==> config.mk <==
export PLATFORM = sky130hd
export DESIGN_NAME = polyblep_oscillator
export DESIGN_NICKNAME = d
export VERILOG_FILES = /design/src/pbo_pkg.sv /design/src/pbo_serial_unit.sv /design/src/polyblep_oscillator.sv
export VERILOG_INCLUDE_DIRS = /design/src /design/src/src
export SDC_FILE = /design/constraint.sdc
export NUM_CORES = 2
export LEC_CHECK = 0
export BUFFER_PORTS_ARGS = -buffer_cell sky130_fd_sc_hd__buf_2
export CORE_UTILIZATION = 30
export DETAILED_ROUTE_END_ITERATION = 6
export GPL_TIMING_DRIVEN = 0
export MAX_ROUTING_LAYER = met4
export PLACE_DENSITY = 0.4
export SYNTH_ARGS = -nofsm -noshare
export SYNTH_HDL_FRONTEND = slang
export SYNTH_HIERARCHICAL = 1
export SYNTH_SLANG_ARGS = --single-unit
==> constraint.sdc <==
create_clock -name clock -period 18.1 [get_ports clock]
set_clock_uncertainty 0.2 [all_clocks]
set_input_delay 3.62 -clock clock [delete_from_list [all_inputs] [get_ports clock]]
set_output_delay 3.62 -clock clock [all_outputs]
set_load 0.005 [all_outputs]
==> src/assert_macros.svh <==
`ifndef ASSERT_MACROS_SVH
`define ASSERT_MACROS_SVH
`ifndef NO_ASSERTIONS
`define ASSERT_CLK(label, prop, msg) \
   label: assert property (@(posedge clock) disable iff (reset) prop) else $error(msg);
`define ASSERT_ALWAYS(label, prop, msg) \
   label: assert property (@(posedge clock) prop) else $error(msg);
`else
`define ASSERT_CLK(label, prop, msg)
`define ASSERT_ALWAYS(label, prop, msg)
`endif
`endif

==> src/pbo_pkg.sv <==
package pbo_pkg;

   localparam int PHASE_BITS_DEF  = 32;
   localparam int SINE_DEPTH_DEF  = 1024;
   localparam int SAMPLE_BITS_DEF = 16;

   localparam int SU_A_BITS    = 34;
   localparam int SU_B_BITS    = 32;
   localparam int SU_STEP_BITS = 6;
   localparam logic [SU_STEP_BITS-1:0] SU_FULL_STEPS = 6'd32;

   localparam logic [2:0] WAVE_SAW      = 3'd0;
   localparam logic [2:0] WAVE_PULSE    = 3'd1;
   localparam logic [2:0] WAVE_TRIANGLE = 3'd2;
   localparam logic [2:0] WAVE_SINE     = 3'd3;
   localparam logic [2:0] WAVE_SQUARE   = 3'd4;
   localparam logic [2:0] WAVE_NOISE    = 3'd5;

   localparam logic [1:0] CSR_WAVE_TYPE    = 2'd0;
   localparam logic [1:0] CSR_PHASE_INC    = 2'd1;
   localparam logic [1:0] CSR_PULSE_WIDTH  = 2'd2;
   localparam logic [1:0] CSR_DRIFT_AMOUNT = 2'd3;

   localparam logic [15:0] PULSE_WIDTH_RESET = 16'h8000;
   localparam logic [SU_A_BITS-1:0] TWO_PI_Q30 = 34'd6746518852;
   localparam logic [SU_A_BITS-1:0] DIV_FIVE   = 34'd5;

   typedef struct packed {
      logic                    go;
      logic                    is_div;
      logic [SU_STEP_BITS-1:0] steps;
   } su_ctrl_type;

   typedef struct packed {
      logic busy;
      logic done;
   } su_stat_type;

   function automatic logic [SU_A_BITS-1:0] horner_div(input logic [1:0] k);
      logic [SU_A_BITS-1:0] d;
      unique case (k)
         2'd0: d = 34'd72;
         2'd1: d = 34'd42;
         2'd2: d = 34'd20;
         2'd3: d = 34'd6;
      endcase
      return d;
   endfunction

endpackage

==> src/pbo_serial_unit.sv <==
`include "assert_macros.svh"

module pbo_serial_unit (
   input  logic                                            clock,
   input  logic                                            reset,
   input  pbo_pkg::su_ctrl_type                            ctrl,
   input  logic [pbo_pkg::SU_A_BITS-1:0]                   opa,
   input  logic [pbo_pkg::SU_B_BITS-1:0]                   opb,
   input  logic [pbo_pkg::SU_B_BITS-1:0]                   opc,
   output pbo_pkg::su_stat_type                            stat,
   output logic [pbo_pkg::SU_A_BITS+pbo_pkg::SU_B_BITS-1:0] result
);
   import pbo_pkg::*;

   localparam int AW = SU_A_BITS;
   localparam int BW = SU_B_BITS;

   logic                    busy_ff, busy_in;
   logic                    done_ff, done_in;
   logic                    div_ff, div_in;
   logic [SU_STEP_BITS-1:0] cnt_ff, cnt_in;
   logic [AW-1:0]           a_ff, a_in;
   logic [AW-1:0]           hi_ff, hi_in;
   logic [BW-1:0]           lo_ff, lo_in;

   logic [AW:0]   sum;
   logic [AW:0]   shl;
   logic [AW+1:0] diff;
   logic          ge;

   always_comb begin
      sum  = {1'b0, hi_ff} + (lo_ff[0] ? {1'b0, a_ff} : '0);
      shl  = {hi_ff, lo_ff[BW-1]};
      diff = {1'b0, shl} - {2'b00, a_ff};
      ge   = !diff[AW+1];

      busy_in = busy_ff;
      done_in = 1'b0;
      div_in  = div_ff;
      cnt_in  = cnt_ff;
      a_in    = a_ff;
      hi_in   = hi_ff;
      lo_in   = lo_ff;

      if (ctrl.go) begin
         busy_in = 1'b1;
         div_in  = ctrl.is_div;
         cnt_in  = ctrl.steps;
         a_in    = opa;
         hi_in   = ctrl.is_div ? AW'(opc) : '0;
         lo_in   = opb;
      end else if (busy_ff) begin
         cnt_in = cnt_ff - 1'b1;
         if (div_ff) begin
            if (ge) begin
               hi_in = diff[AW-1:0];
               lo_in = {lo_ff[BW-2:0], 1'b1};
            end else begin
               hi_in = shl[AW-1:0];
               lo_in = {lo_ff[BW-2:0], 1'b0};
            end
         end else begin
            {hi_in, lo_in} = {sum, lo_ff[BW-1:1]};
         end
         if (cnt_ff == SU_STEP_BITS'(1)) begin
            busy_in = 1'b0;
            done_in = 1'b1;
         end
      end
   end

   always_ff @(posedge clock) begin
      if (reset) begin
         busy_ff <= 1'b0;
         done_ff <= 1'b0;
         cnt_ff  <= '0;
      end else begin
         busy_ff <= busy_in;
         done_ff <= done_in;
         cnt_ff  <= cnt_in;
      end
      div_ff <= div_in;
      a_ff   <= a_in;
      hi_ff  <= hi_in;
      lo_ff  <= lo_in;
   end

   assign stat.busy = busy_ff;
   assign stat.done = done_ff;
   assign result    = {hi_ff, lo_ff};

   `ASSERT_CLK(a_go_idle, ctrl.go |-> !busy_ff, "operation started while busy")
   `ASSERT_CLK(a_done_last, (busy_ff && cnt_ff == SU_STEP_BITS'(1) && !ctrl.go) |=> done_ff, "missing done")
   `ASSERT_CLK(a_done_free, done_ff |-> !busy_ff, "done while busy")

endmodule

==> src/polyblep_oscillator.sv <==
// Band-limited oscillator: one output sample for every input item.
// Input channel req_*: an item carries an external noise value and a drift
// noise value; it is taken when req_valid is high and req_stall low.
// Result channel rsp_*: one sample per item, held in an output register
// until taken (rsp_valid high, rsp_stall low). The next input item is
// accepted while that sample still waits.
// Config channel csr_*: always ready; write only while no item is in flight.
// Every multiply and divide runs through one shared bit-serial unit; a
// full operation runs 32 steps. Drift costs 2 full operations, each
// active polyBLEP edge 2, sine 10; every item ends with a divide by
// five. Saw checks one edge, pulse and square two; triangle, noise and
// unused codes check none. No new item is taken before the last sample
// is in the output register.
// Reset: phase cleared, wave saw, increment 0, pulse width one half, drift 0.
// A stalled result holds the last step until it is taken; the block then
// returns to accepting items.
`include "assert_macros.svh"

module polyblep_oscillator #(
   parameter int PHASE_BITS       = pbo_pkg::PHASE_BITS_DEF,
   parameter int SINE_TABLE_DEPTH = pbo_pkg::SINE_DEPTH_DEF,
   parameter int SAMPLE_BITS      = pbo_pkg::SAMPLE_BITS_DEF
) (
   input  logic                          clock,
   input  logic                          reset,
   input  logic                          req_valid,
   output logic                          req_stall,
   input  logic signed [15:0]            req_noise_sample,
   input  logic signed [15:0]            req_drift_noise,
   output logic                          rsp_valid,
   input  logic                          rsp_stall,
   output logic signed [SAMPLE_BITS-1:0] rsp_sample,
   input  logic                          csr_valid,
   output logic                          csr_ready,
   input  logic [1:0]                    csr_index,
   input  logic [31:0]                   csr_wdata
);
   import pbo_pkg::*;

   localparam int VW        = 36;
   localparam int SINE_LOG2 = $clog2(SINE_TABLE_DEPTH);
   localparam int XW        = SAMPLE_BITS + 34;
   localparam int YW        = SAMPLE_BITS + 2;
   localparam int RW        = SU_A_BITS + SU_B_BITS;

   localparam logic [VW-1:0] V_ONE      = 36'h1_0000_0000;
   localparam logic [XW-1:0] ROUND_HALF = XW'(64'd5 << 31);
   localparam logic [YW-1:0] Q_MAX      = YW'((64'd1 << (SAMPLE_BITS - 1)) - 64'd1);
   localparam logic [YW-1:0] Q_NEG_MAX  = YW'(64'd1 << (SAMPLE_BITS - 1));
   localparam logic [SAMPLE_BITS-1:0] S_MAX = SAMPLE_BITS'(Q_MAX);
   localparam logic [SAMPLE_BITS-1:0] S_MIN = SAMPLE_BITS'(Q_NEG_MAX);

   typedef enum logic [4:0] {
      S_IDLE, S_DRIFT0, S_DRIFT0W, S_DRIFT1, S_DRIFT1W, S_WAVE,
      S_BLEP, S_BLEPDW, S_BLEPM, S_BLEPMW, S_BNEXT,
      S_SIN0, S_SIN0W, S_SIN1, S_SIN1W, S_SDIV, S_SDIVW, S_SMUL, S_SMULW,
      S_SFIN, S_SFINW, S_SCALE0, S_SCALE1, S_SCALEW, S_FIN
   } state_type;

   state_type               state_ff, state_in;
   logic [2:0]              wave_ff, wave_in;
   logic [31:0]             inc_ff, inc_in;
   logic [15:0]             pw_ff, pw_in;
   logic [15:0]             da_ff, da_in;
   logic [PHASE_BITS-1:0]   phase_acc_ff, phase_acc_in;
   logic [31:0]             t_ff, t_in;
   logic [31:0]             t2_ff, t2_in;
   logic [15:0]             ns_ff, ns_in;
   logic [15:0]             dn_ff, dn_in;
   logic [30:0]             mag_ff, mag_in;
   logic [VW-1:0]           v_ff, v_in;
   logic [31:0]             x_ff, x_in;
   logic                    bmode_ff, bmode_in;
   logic                    bidx_ff, bidx_in;
   logic                    bone_ff, bone_in;
   logic                    bneg_ff, bneg_in;
   logic [30:0]             a_ff, a_in;
   logic [31:0]             a2_ff, a2_in;
   logic [31:0]             u_ff, u_in;
   logic [30:0]             p_ff, p_in;
   logic [1:0]              k_ff, k_in;
   logic                    sneg_ff, sneg_in;
   logic [VW-1:0]           absv_ff, absv_in;
   logic                    vneg_ff, vneg_in;
   logic [YW-1:0]           q_ff, q_in;
   logic                    rsp_valid_ff, rsp_valid_in;
   logic [SAMPLE_BITS-1:0]  sample_ff, sample_in;

   su_ctrl_type             su_ctrl;
   su_stat_type             su_stat;
   logic [SU_A_BITS-1:0]    su_opa;
   logic [SU_B_BITS-1:0]    su_opb;
   logic [SU_B_BITS-1:0]    su_opc;
   logic [RW-1:0]           su_res;

   logic [31:0]             t_cur;
   logic [31:0]             inc_eff;
   logic [PHASE_BITS-1:0]   step_ph;
   logic [16:0]             dn_abs;
   logic [31:0]             delta;
   logic [31:0]             tb;
   logic                    b_lo, b_hi;
   logic [VW-1:0]           bx, bh, bval;
   logic [31:0]             f, r, w, tri_d;
   logic [VW-1:0]           s_val;
   logic [XW-1:0]           xs;
   logic [YW-1:0]           y;
   logic                    req_accept;

   if (PHASE_BITS >= 32) begin : g_wide
      assign t_cur   = phase_acc_ff[PHASE_BITS-1 -: 32];
      assign step_ph = PHASE_BITS'(inc_eff) << (PHASE_BITS - 32);
   end else begin : g_narrow
      assign t_cur   = {phase_acc_ff, {(32 - PHASE_BITS){1'b0}}};
      assign step_ph = inc_eff[31 -: PHASE_BITS];
   end

   pbo_serial_unit u_su (
      .clock  (clock),
      .reset  (reset),
      .ctrl   (su_ctrl),
      .opa    (su_opa),
      .opb    (su_opb),
      .opc    (su_opc),
      .stat   (su_stat),
      .result (su_res)
   );

   assign req_stall  = (state_ff != S_IDLE);
   assign req_accept = req_valid && !req_stall;
   assign csr_ready  = 1'b1;
   assign rsp_valid  = rsp_valid_ff;
   assign rsp_sample = sample_ff;

   always_comb begin
      dn_abs  = dn_ff[15] ? (17'd0 - {1'b1, dn_ff}) : {1'b0, dn_ff};
      delta   = su_res[62:31];
      inc_eff = dn_ff[15] ? (inc_ff - delta) : (inc_ff + delta);
      tb      = bidx_ff ? t2_ff : t_ff;
      b_lo    = tb < inc_ff;
      b_hi    = ({1'b0, tb} + {1'b0, inc_ff}) > 33'h1_0000_0000;
      bx      = {3'b000, x_ff, 1'b0};
      bh      = {4'b0000, su_res[63:32]};
      bval    = bmode_ff ? (bh - bx + V_ONE) : (bx - bh - V_ONE);
      f       = {t_ff[31 -: SINE_LOG2], {(32 - SINE_LOG2){1'b0}}};
      unique case (f[31:30])
         2'd0: r = f;
         2'd1: r = 32'h8000_0000 - f;
         2'd2: r = f - 32'h8000_0000;
         2'd3: r = 32'd0 - f;
      endcase
      w       = {pw_ff, 16'h0000};
      tri_d   = t_ff[31] ? {1'b0, t_ff[30:0]} : (32'h8000_0000 - t_ff);
      s_val   = {2'b00, su_res[61:30], 2'b00};
      xs      = (XW'(absv_ff) << (SAMPLE_BITS - 1)) + ROUND_HALF;
      y       = xs[XW-1:32];
   end

   always_comb begin
      su_ctrl.go     = 1'b0;
      su_ctrl.is_div = 1'b0;
      su_ctrl.steps  = SU_FULL_STEPS;
      su_opa         = '0;
      su_opb         = '0;
      su_opc         = '0;

      state_in     = state_ff;
      wave_in      = wave_ff;
      inc_in       = inc_ff;
      pw_in        = pw_ff;
      da_in        = da_ff;
      phase_acc_in = phase_acc_ff;
      t_in         = t_ff;
      t2_in        = t2_ff;
      ns_in        = ns_ff;
      dn_in        = dn_ff;
      mag_in       = mag_ff;
      v_in         = v_ff;
      x_in         = x_ff;
      bmode_in     = bmode_ff;
      bidx_in      = bidx_ff;
      bone_in      = bone_ff;
      bneg_in      = bneg_ff;
      a_in         = a_ff;
      a2_in        = a2_ff;
      u_in         = u_ff;
      p_in         = p_ff;
      k_in         = k_ff;
      sneg_in      = sneg_ff;
      absv_in      = absv_ff;
      vneg_in      = vneg_ff;
      q_in         = q_ff;
      sample_in    = sample_ff;
      rsp_valid_in = rsp_valid_ff;

      if (rsp_valid_ff && !rsp_stall) begin
         rsp_valid_in = 1'b0;
      end

      if (csr_valid) begin
         unique case (csr_index)
            CSR_WAVE_TYPE:    wave_in = csr_wdata[2:0];
            CSR_PHASE_INC:    inc_in  = csr_wdata;
            CSR_PULSE_WIDTH:  pw_in   = csr_wdata[15:0];
            CSR_DRIFT_AMOUNT: da_in   = csr_wdata[15:0];
         endcase
      end

      unique case (state_ff)
         S_IDLE: begin
            if (req_accept) begin
               t_in     = t_cur;
               ns_in    = req_noise_sample;
               dn_in    = req_drift_noise;
               state_in = S_DRIFT0;
            end
         end
         S_DRIFT0: begin
            su_ctrl.go = 1'b1;
            su_opa     = SU_A_BITS'(dn_abs);
            su_opb     = SU_B_BITS'(da_ff);
            state_in   = S_DRIFT0W;
         end
         S_DRIFT0W: begin
            if (su_stat.done) begin
               mag_in   = su_res[30:0];
               state_in = S_DRIFT1;
            end
         end
         S_DRIFT1: begin
            su_ctrl.go = 1'b1;
            su_opa     = SU_A_BITS'(inc_ff);
            su_opb     = {1'b0, mag_ff};
            state_in   = S_DRIFT1W;
         end
         S_DRIFT1W: begin
            if (su_stat.done) begin
               phase_acc_in = phase_acc_ff + step_ph;
               state_in     = S_WAVE;
            end
         end
         S_WAVE: begin
            bidx_in = 1'b0;
            bone_in = 1'b0;
            bneg_in = 1'b0;
            unique case (wave_ff)
               WAVE_SAW: begin
                  v_in     = {3'b000, t_ff, 1'b0} - V_ONE;
                  bone_in  = 1'b1;
                  bneg_in  = 1'b1;
                  state_in = S_BLEP;
               end
               WAVE_PULSE: begin
                  t2_in    = t_ff - w;
                  v_in     = (t_ff < w) ? V_ONE : (VW'(0) - V_ONE);
                  state_in = S_BLEP;
               end
               WAVE_SQUARE: begin
                  t2_in    = {~t_ff[31], t_ff[30:0]};
                  v_in     = t_ff[31] ? (VW'(0) - V_ONE) : V_ONE;
                  state_in = S_BLEP;
               end
               WAVE_TRIANGLE: begin
                  v_in     = V_ONE - {2'b00, tri_d, 2'b00};
                  state_in = S_SCALE0;
               end
               WAVE_SINE: begin
                  state_in = S_SIN0;
               end
               WAVE_NOISE: begin
                  v_in     = {{3{ns_ff[15]}}, ns_ff, 17'd0};
                  state_in = S_SCALE0;
               end
               default: begin
                  v_in     = '0;
                  state_in = S_SCALE0;
               end
            endcase
         end
         S_BLEP: begin
            priority if (b_lo) begin
               su_ctrl.go     = 1'b1;
               su_ctrl.is_div = 1'b1;
               su_opa         = SU_A_BITS'(inc_ff);
               su_opc         = tb;
               bmode_in       = 1'b0;
               state_in       = S_BLEPDW;
            end else if (b_hi) begin
               su_ctrl.go     = 1'b1;
               su_ctrl.is_div = 1'b1;
               su_opa         = SU_A_BITS'(inc_ff);
               su_opc         = 32'd0 - tb;
               bmode_in       = 1'b1;
               state_in       = S_BLEPDW;
            end else begin
               state_in = S_BNEXT;
            end
         end
         S_BLEPDW: begin
            if (su_stat.done) begin
               x_in     = su_res[31:0];
               state_in = S_BLEPM;
            end
         end
         S_BLEPM: begin
            su_ctrl.go = 1'b1;
            su_opa     = SU_A_BITS'(x_ff);
            su_opb     = x_ff;
            state_in   = S_BLEPMW;
         end
         S_BLEPMW: begin
            if (su_stat.done) begin
               v_in     = (bidx_ff || bneg_ff) ? (v_ff - bval) : (v_ff + bval);
               state_in = S_BNEXT;
            end
         end
         S_BNEXT: begin
            if (bone_ff || bidx_ff) begin
               state_in = S_SCALE0;
            end else begin
               bidx_in  = 1'b1;
               state_in = S_BLEP;
            end
         end
         S_SIN0: begin
            su_ctrl.go = 1'b1;
            su_opa     = TWO_PI_Q30;
            su_opb     = r;
            sneg_in    = f[31];
            state_in   = S_SIN0W;
         end
         S_SIN0W: begin
            if (su_stat.done) begin
               a_in     = su_res[62:32];
               state_in = S_SIN1;
            end
         end
         S_SIN1: begin
            su_ctrl.go = 1'b1;
            su_opa     = SU_A_BITS'(a_ff);
            su_opb     = {1'b0, a_ff};
            state_in   = S_SIN1W;
         end
         S_SIN1W: begin
            if (su_stat.done) begin
               a2_in    = su_res[61:30];
               u_in     = su_res[61:30];
               k_in     = 2'd0;
               state_in = S_SDIV;
            end
         end
         S_SDIV: begin
            su_ctrl.go     = 1'b1;
            su_ctrl.is_div = 1'b1;
            su_opa         = horner_div(k_ff);
            su_opb         = u_ff;
            state_in       = S_SDIVW;
         end
         S_SDIVW: begin
            if (su_stat.done) begin
               p_in = 31'h4000_0000 - su_res[30:0];
               if (k_ff == 2'd3) begin
                  state_in = S_SFIN;
               end else begin
                  k_in     = k_ff + 2'd1;
                  state_in = S_SMUL;
               end
            end
         end
         S_SMUL: begin
            su_ctrl.go = 1'b1;
            su_opa     = SU_A_BITS'(a2_ff);
            su_opb     = {1'b0, p_ff};
            state_in   = S_SMULW;
         end
         S_SMULW: begin
            if (su_stat.done) begin
               u_in     = su_res[61:30];
               state_in = S_SDIV;
            end
         end
         S_SFIN: begin
            su_ctrl.go = 1'b1;
            su_opa     = SU_A_BITS'(a_ff);
            su_opb     = {1'b0, p_ff};
            state_in   = S_SFINW;
         end
         S_SFINW: begin
            if (su_stat.done) begin
               v_in     = sneg_ff ? (VW'(0) - s_val) : s_val;
               state_in = S_SCALE0;
            end
         end
         S_SCALE0: begin
            absv_in  = v_ff[VW-1] ? (VW'(0) - v_ff) : v_ff;
            vneg_in  = v_ff[VW-1];
            state_in = S_SCALE1;
         end
         S_SCALE1: begin
            su_ctrl.go     = 1'b1;
            su_ctrl.is_div = 1'b1;
            su_ctrl.steps  = SU_STEP_BITS'(YW);
            su_opa         = DIV_FIVE;
            su_opb         = {y, {(SU_B_BITS - YW){1'b0}}};
            state_in       = S_SCALEW;
         end
         S_SCALEW: begin
            if (su_stat.done) begin
               q_in     = su_res[YW-1:0];
               state_in = S_FIN;
            end
         end
         S_FIN: begin
            if (!rsp_valid_ff || !rsp_stall) begin
               rsp_valid_in = 1'b1;
               if (vneg_ff) begin
                  sample_in = (q_ff > Q_NEG_MAX) ? S_MIN : SAMPLE_BITS'(YW'(0) - q_ff);
               end else begin
                  sample_in = (q_ff > Q_MAX) ? S_MAX : SAMPLE_BITS'(q_ff);
               end
               state_in = S_IDLE;
            end
         end
         default: state_in = S_IDLE;
      endcase
   end

   always_ff @(posedge clock) begin
      if (reset) begin
         state_ff     <= S_IDLE;
         wave_ff      <= WAVE_SAW;
         inc_ff       <= '0;
         pw_ff        <= PULSE_WIDTH_RESET;
         da_ff        <= '0;
         phase_acc_ff <= '0;
         rsp_valid_ff <= 1'b0;
      end else begin
         state_ff     <= state_in;
         wave_ff      <= wave_in;
         inc_ff       <= inc_in;
         pw_ff        <= pw_in;
         da_ff        <= da_in;
         phase_acc_ff <= phase_acc_in;
         rsp_valid_ff <= rsp_valid_in;
      end
      t_ff      <= t_in;
      t2_ff     <= t2_in;
      ns_ff     <= ns_in;
      dn_ff     <= dn_in;
      mag_ff    <= mag_in;
      v_ff      <= v_in;
      x_ff      <= x_in;
      bmode_ff  <= bmode_in;
      bidx_ff   <= bidx_in;
      bone_ff   <= bone_in;
      bneg_ff   <= bneg_in;
      a_ff      <= a_in;
      a2_ff     <= a2_in;
      u_ff      <= u_in;
      p_ff      <= p_in;
      k_ff      <= k_in;
      sneg_ff   <= sneg_in;
      absv_ff   <= absv_in;
      vneg_ff   <= vneg_in;
      q_ff      <= q_in;
      sample_ff <= sample_in;
   end

   `ASSERT_CLK(a_accept_starts, req_accept |=> state_ff == S_DRIFT0, "item not started")
   `ASSERT_CLK(a_fin_holds, (state_ff == S_FIN && rsp_valid_ff && rsp_stall) |=> state_ff == S_FIN, "result overwritten")
   `ASSERT_CLK(a_phase_step, (!$past(reset) && !$stable(phase_acc_ff)) |-> $past(state_ff) == S_DRIFT1W, "phase moved outside update")

endmodule
; ---- Word level (Yosys, flattened, before mapping)
; Cells that the tools add are included.
[word_totals]
regBits = 611
inputBits = 71
out_inout_bits = 19
elab_cells = 245
[op_classes]
add_sub_neg = 28
order_cmp = 5
eq_ne = 54
n_mux = 76
bitwise = 2
reduce_logical = 46
[op_table]
columns = operator, count
row1 = 2-to-1 mux 32 bit, 12
row2 = case mux 34 bit (9 select lines), 1
row3 = case mux 32 bit (8 select lines), 1
row4 = 2-to-1 mux 36 bit, 7
row5 = case mux 36 bit (6 select lines), 1
row6 = 2-to-1 mux 34 bit, 5
row7 = case mux 34 bit (4 select lines), 1
row8 = case mux 32 bit (4 select lines), 1
row9 = case mux 5 bit (24 select lines), 1
row10 = case mux 36 bit (3 select lines), 1
row11 = 2-to-1 mux 5 bit, 13
row12 = adder 32 bit, 2
row13 = < comparator 32 bit, 2
row14 = case mux 32 bit (2 select lines), 1
row15 = subtractor 1 x 32 -> 32 bit (first input constant), 2
row16 = subtractor 32 bit, 2
row17 = subtractor 32 bit (first input constant), 2
row18 = adder 50 x 34 -> 50 bit (second input constant), 1
row19 = 2-to-1 mux 16 bit, 3
row20 = equality test 5 bit (second input constant), 9
row21 = equality test 5 x 4 -> 1 bit (second input constant), 8
row22 = adder 36 bit, 1
row23 = subtractor 35 x 34 -> 36 bit, 1
row24 = subtractor 36 bit, 1
row25 = 55 further kinds, 132

; ---- Logic depth before layout (Yosys ltp)
[depth]
word_depth = 8
ltp_mapped = 30
ltp_nobuf = 29

; ---- Hierarchy
; Netlist, hierarchy kept.
[modules_own_cells]
columns = mod, instances, cells_each, area_each_um2, seq_area_each_um2
row1 = polyblep_oscillator, 1, 4373, 37657.4, 13543.0
row2 = pbo_serial_unit, 1, 970, 8795.9, 3193.1

; ---- Worst setup path after synthesis
; No wires, ideal clock.
[synth_path]
path_type = reg2reg
startpoint = reg bidx_ff
endpoint = reg u_su.hi_ff[0], enable pin
setup_ns = 0.550
arrival_time_ns = 7.756
required_ns = 17.350
setup_slack_ns = 9.594
path_stages_with_launch = 25
n_path_buf = 7
period_less_slack_ns = 8.506
cell_sequence = edfxtp_1 clkbuf_1 clkbuf_1 buf_1 clkbuf_1 clkbuf_1 mux2i_1 inv_1 ha_1 inv_1 a21oi_1 o21a_1 o21ai_0 nor3_1 or4b_1 nor4_1 o2111ai_1 or4b_1 o31ai_2 a311oi_1 or3_1 clkbuf_1 clkbuf_1 nor2_1 inv_1
[synth_lines]
columns = item, line_no
row1 = start: declaration, polyblep_oscillator.sv:74  ; logic bidx_ff, bidx_in;
row2 = start signal: assignment, polyblep_oscillator.sv:454  ; bidx_ff <= bidx_in;
row3 = end signal: assignment, pbo_serial_unit.sv:84  ; hi_ff <= hi_in;
row4 = end: declaration, pbo_serial_unit.sv:23  ; logic [AW-1:0] hi_ff, hi_in;

==> summary.md <==
| Metric | Value |
|---|---|
| Cell type of the slowest stage on the worst timing path | `mux2i_1` |
| Hold Crit Class | `reg2reg` |
| Slew Limit Fails | `1` |
| FF-to-FF End | `u_su/hi_ff[11]$_DFFE_PP_` |
| Buffers added on ports | `87` |
| Starting Density | `30.2%` |
| H-Tree Depth | `3` |
| Sw frac | `51.3%` |
| Postcts setup bufs | `0` |
| Nets | `5946` |
| Power share of the sequential group | `between 20 and 30%` |
| Internal power | `4.82 mW` |
| Cell repeated most along the worst path | `clkbuf_1` |
| Power per Cell Area | `between 150 and 200 mW/mm^2` |
| NetSw | `5.08 mW` |
| Cells on worst reg2reg path | `25` |
| Clk slew on worst S/H paths | `60 ps` |
| Worst-Skew Late Latency | `roughly 730 ps` |
| Row count | `144` |
| TNS Setup | `0 ps` |
| Routed wire length per instance | `just over 30 um` |
| Largest stage delay, worst path | `~1000 ps` |
| CTS Sinks | `~600` |
| Area growth, synth to finish | `13.5%` |
| Clock Path Buffers | `3` |
| Avg Cell Area, Syn | `8.69 um^2` |
| First-pass GRT wire length | `321000 um` |
| Worst r2r src | `bidx_ff$_DFFE_PP_` |
| IR Drop Worst-Case VDD | `0.0000826 V` |
| Die area | `0.156 mm^2` |
| Die height | `around 400 um` |
| Initial DRC Count | `4786` |
| Core area | `0.154 mm^2` |
| Status | `finished with violations` |
| Residual DRC | `13` |
| Setup-failing EPs final | `0` |
| Fmax | `0.0794 GHz` |
| Clk network pwr share | `roughly 17%` |
| Top delay family on crit path | `buffers and inverters` |
| Failing checks | `design-rule violations, max-capacitance violations, max-slew violations` |
| Fin crit period | `roughly 13000 ps` |
| Cts bufs inserted | `79` |
| Routed vias/inst | `roughly 5.7` |
| MaxCap Viol Count | `1` |
| Initial antenna violation count | `15` |
| Cell Area, Synth | `0.0464 mm^2` |
| Hold EP | `t2_ff[2]$_DFFE_PP_` |
| Placer Congestion | `between 0.9 and 1` |
| Fin util | `34.3%` |
| WP data required | `around 18000 ps` |
| Pwr Total | `9.90 mW` |
| CTS Root Cell | `clkbuf_16` |
| GRT Total Usage | `~30%` |
| Resized cells post-CTS | `0` |
| Kind of start point of the critical path | `register` |
| Worst Setup End Kind | `register` |
| Cts hold-fix bufs | `0` |
| Fin. Hold Viols | `0` |
| Comb pwr share | `57.5%` |
| Critical Setup Path Class | `reg2reg` |
| Die width | `395 um` |
| Hold Path Origin | `t_ff[2]$_DFFE_PP_` |
| Final Cycle Share | `69.6%` |
| Fill count | `16300` |
| Crit path DAT | `12930 ps` |
| Vias in the first global route | `40800` |
| Reg2reg setup slack | `5500 ps` |
| Unrepaired setup endpoints after global routing | `no` |
| DR vias | `43700` |
| Syn. warnings | `6` |
| Critical-path maximum fanout | `31` |
| Number of I/O pins | `90` |
| Synth Instances | `5342` |
| Largest net degree at the start of global routing | `49` |
| Share of cells above drive strength 1 | `6.05%` |
| Hold Crit Depth | `0` |
| Final wirelength | `233000 um` |
| Crit path buf inv count | `9` |
| CTS tree | `built` |
| Leak pwr | `19.6 nW` |
| Dpl hpwl | `around 190000 um` |
| First drt pass iteration count | `7` |
| Worst-Margin Slew | `between 1000 and 1500 ps` |
| Gr ovfl total | `0` |
| Max_slew headroom | `-1.03%` |
| Routed Antenna Nets | `0` |
==> per-stage QoR <==
step           setup slack, ps  cells  cell area [um^2]  hold WS (ps)
4_1_cts                   5590   7648             52700           250
3_3_place_gp              3670   7476             49400           226
2_1_floorplan             9590   5345             46500           221
3_5_place_dp              5620   7502             49900           234
6_report                  5500   7659             52700           246
5_1_grt                   4980   7656             52700           255
==> how the worst max path moves through the flow <==
| stage | depth (start not counted) | start | to | slack (ps) |
|---|---|---|---|---|
| final | 25 | bidx_ff$_DFFE_PP_ | u_su/hi_ff[11]$_DFFE_PP_ | 5500 |
| after global placement | 23 | bidx_ff$_DFFE_PP_ | u_su/lo_ff[30]$_DFFE_PP_ | 3670 |
| after detailed placement | 26 | bidx_ff$_DFFE_PP_ | u_su/hi_ff[2]$_DFFE_PP_ | 5620 |
| after floorplan | 24 | bidx_ff$_DFFE_PP_ | u_su/hi_ff[0]$_DFFE_PP_ | 9590 |
| after CTS | 26 | bidx_ff$_DFFE_PP_ | u_su/hi_ff[2]$_DFFE_PP_ | 5590 |
| after global routing | 25 | bidx_ff$_DFFE_PP_ | u_su/hi_ff[2]$_DFFE_PP_ | 4980 |
==> flip-flops by register name (all words and copies together) (netlist names), 32 cells and up <==
name          cells
t_ff             32
u_ff             32
u_su/hi_ff       34
t2_ff            32
phase_acc_ff     32
a2_ff            32
inc_ff           32
u_su/a_ff        34
u_su/lo_ff       32
v_ff             36
x_ff             32
==> power groups by stage <==
stage          Combinational [mW]  Sequential (mW)  Clock, mW
5_1_grt                      6.13             2.50       1.78
3_3_place_gp                 5.53             2.55          0
6_report                     5.69             2.50       1.71
3_5_place_dp                 5.54             2.52          0
4_1_cts                      5.58             2.49       1.73
2_1_floorplan                3.76             2.12          0
==> layout by cell type (no fill, tap or decap), drive strengths merged, types with 123 or more instances in the layout <==
cell type and instances:
xor2 126, o21ai 354, nor2 383, a21oi 473
xnor2 314, clkbuf 320, inv 325, edfxtp 482
ha 327, nor3 123, buf 148, nand2 603
==> per-layer routing <==
metal | part of all wire (%) | global-route usage [%] | vias up
li1 | - | - | 20000
met1 | 44 | 39.6 | 21600
met2 | 45 | 46.0 | 1766
met3 | 6.6 | 3.96 | 293
met4 | 3.9 | 10.6 | 0
met5 | 0 | - | -
==> cell type report <==
cell class                 count  area (um^2)  area share [%]
buffer                       257         1000            1.90
clock inverter                48          588            1.12
multi-input combinational   4169        27600            52.3
sequential                   595        16700            31.8
clock buffer                  98         2180            4.14
tap                         2044         2560            4.85
timing repair buffer         113          835            1.58
antenna                       11         27.5          0.0522
inverter                     324         1220            2.31
==> worst reg2reg max path, stage by stage (launching register included) <==
cell	delay [ps]
edfxtp_1	320
clkbuf_1	590
clkbuf_1	630
buf_1	780
clkbuf_1	550
clkbuf_1	670
mux2i_1	1010
inv_1	200
ha_1	450
nor4_1	920
nand2_1	160
nor2_1	170
o211ai_1	100
o211ai_1	260
mux2i_1	150
a2111oi_0	470
or4b_1	570
o31ai_2	760
a311oi_1	200
or3_2	690
buf_12	290
clkbuf_1	470
nor2_1	810
clkbuf_1	550
a22oi_1	300
o21ai_0	150
Note: power is estimated with default switching activity, not from simulation.
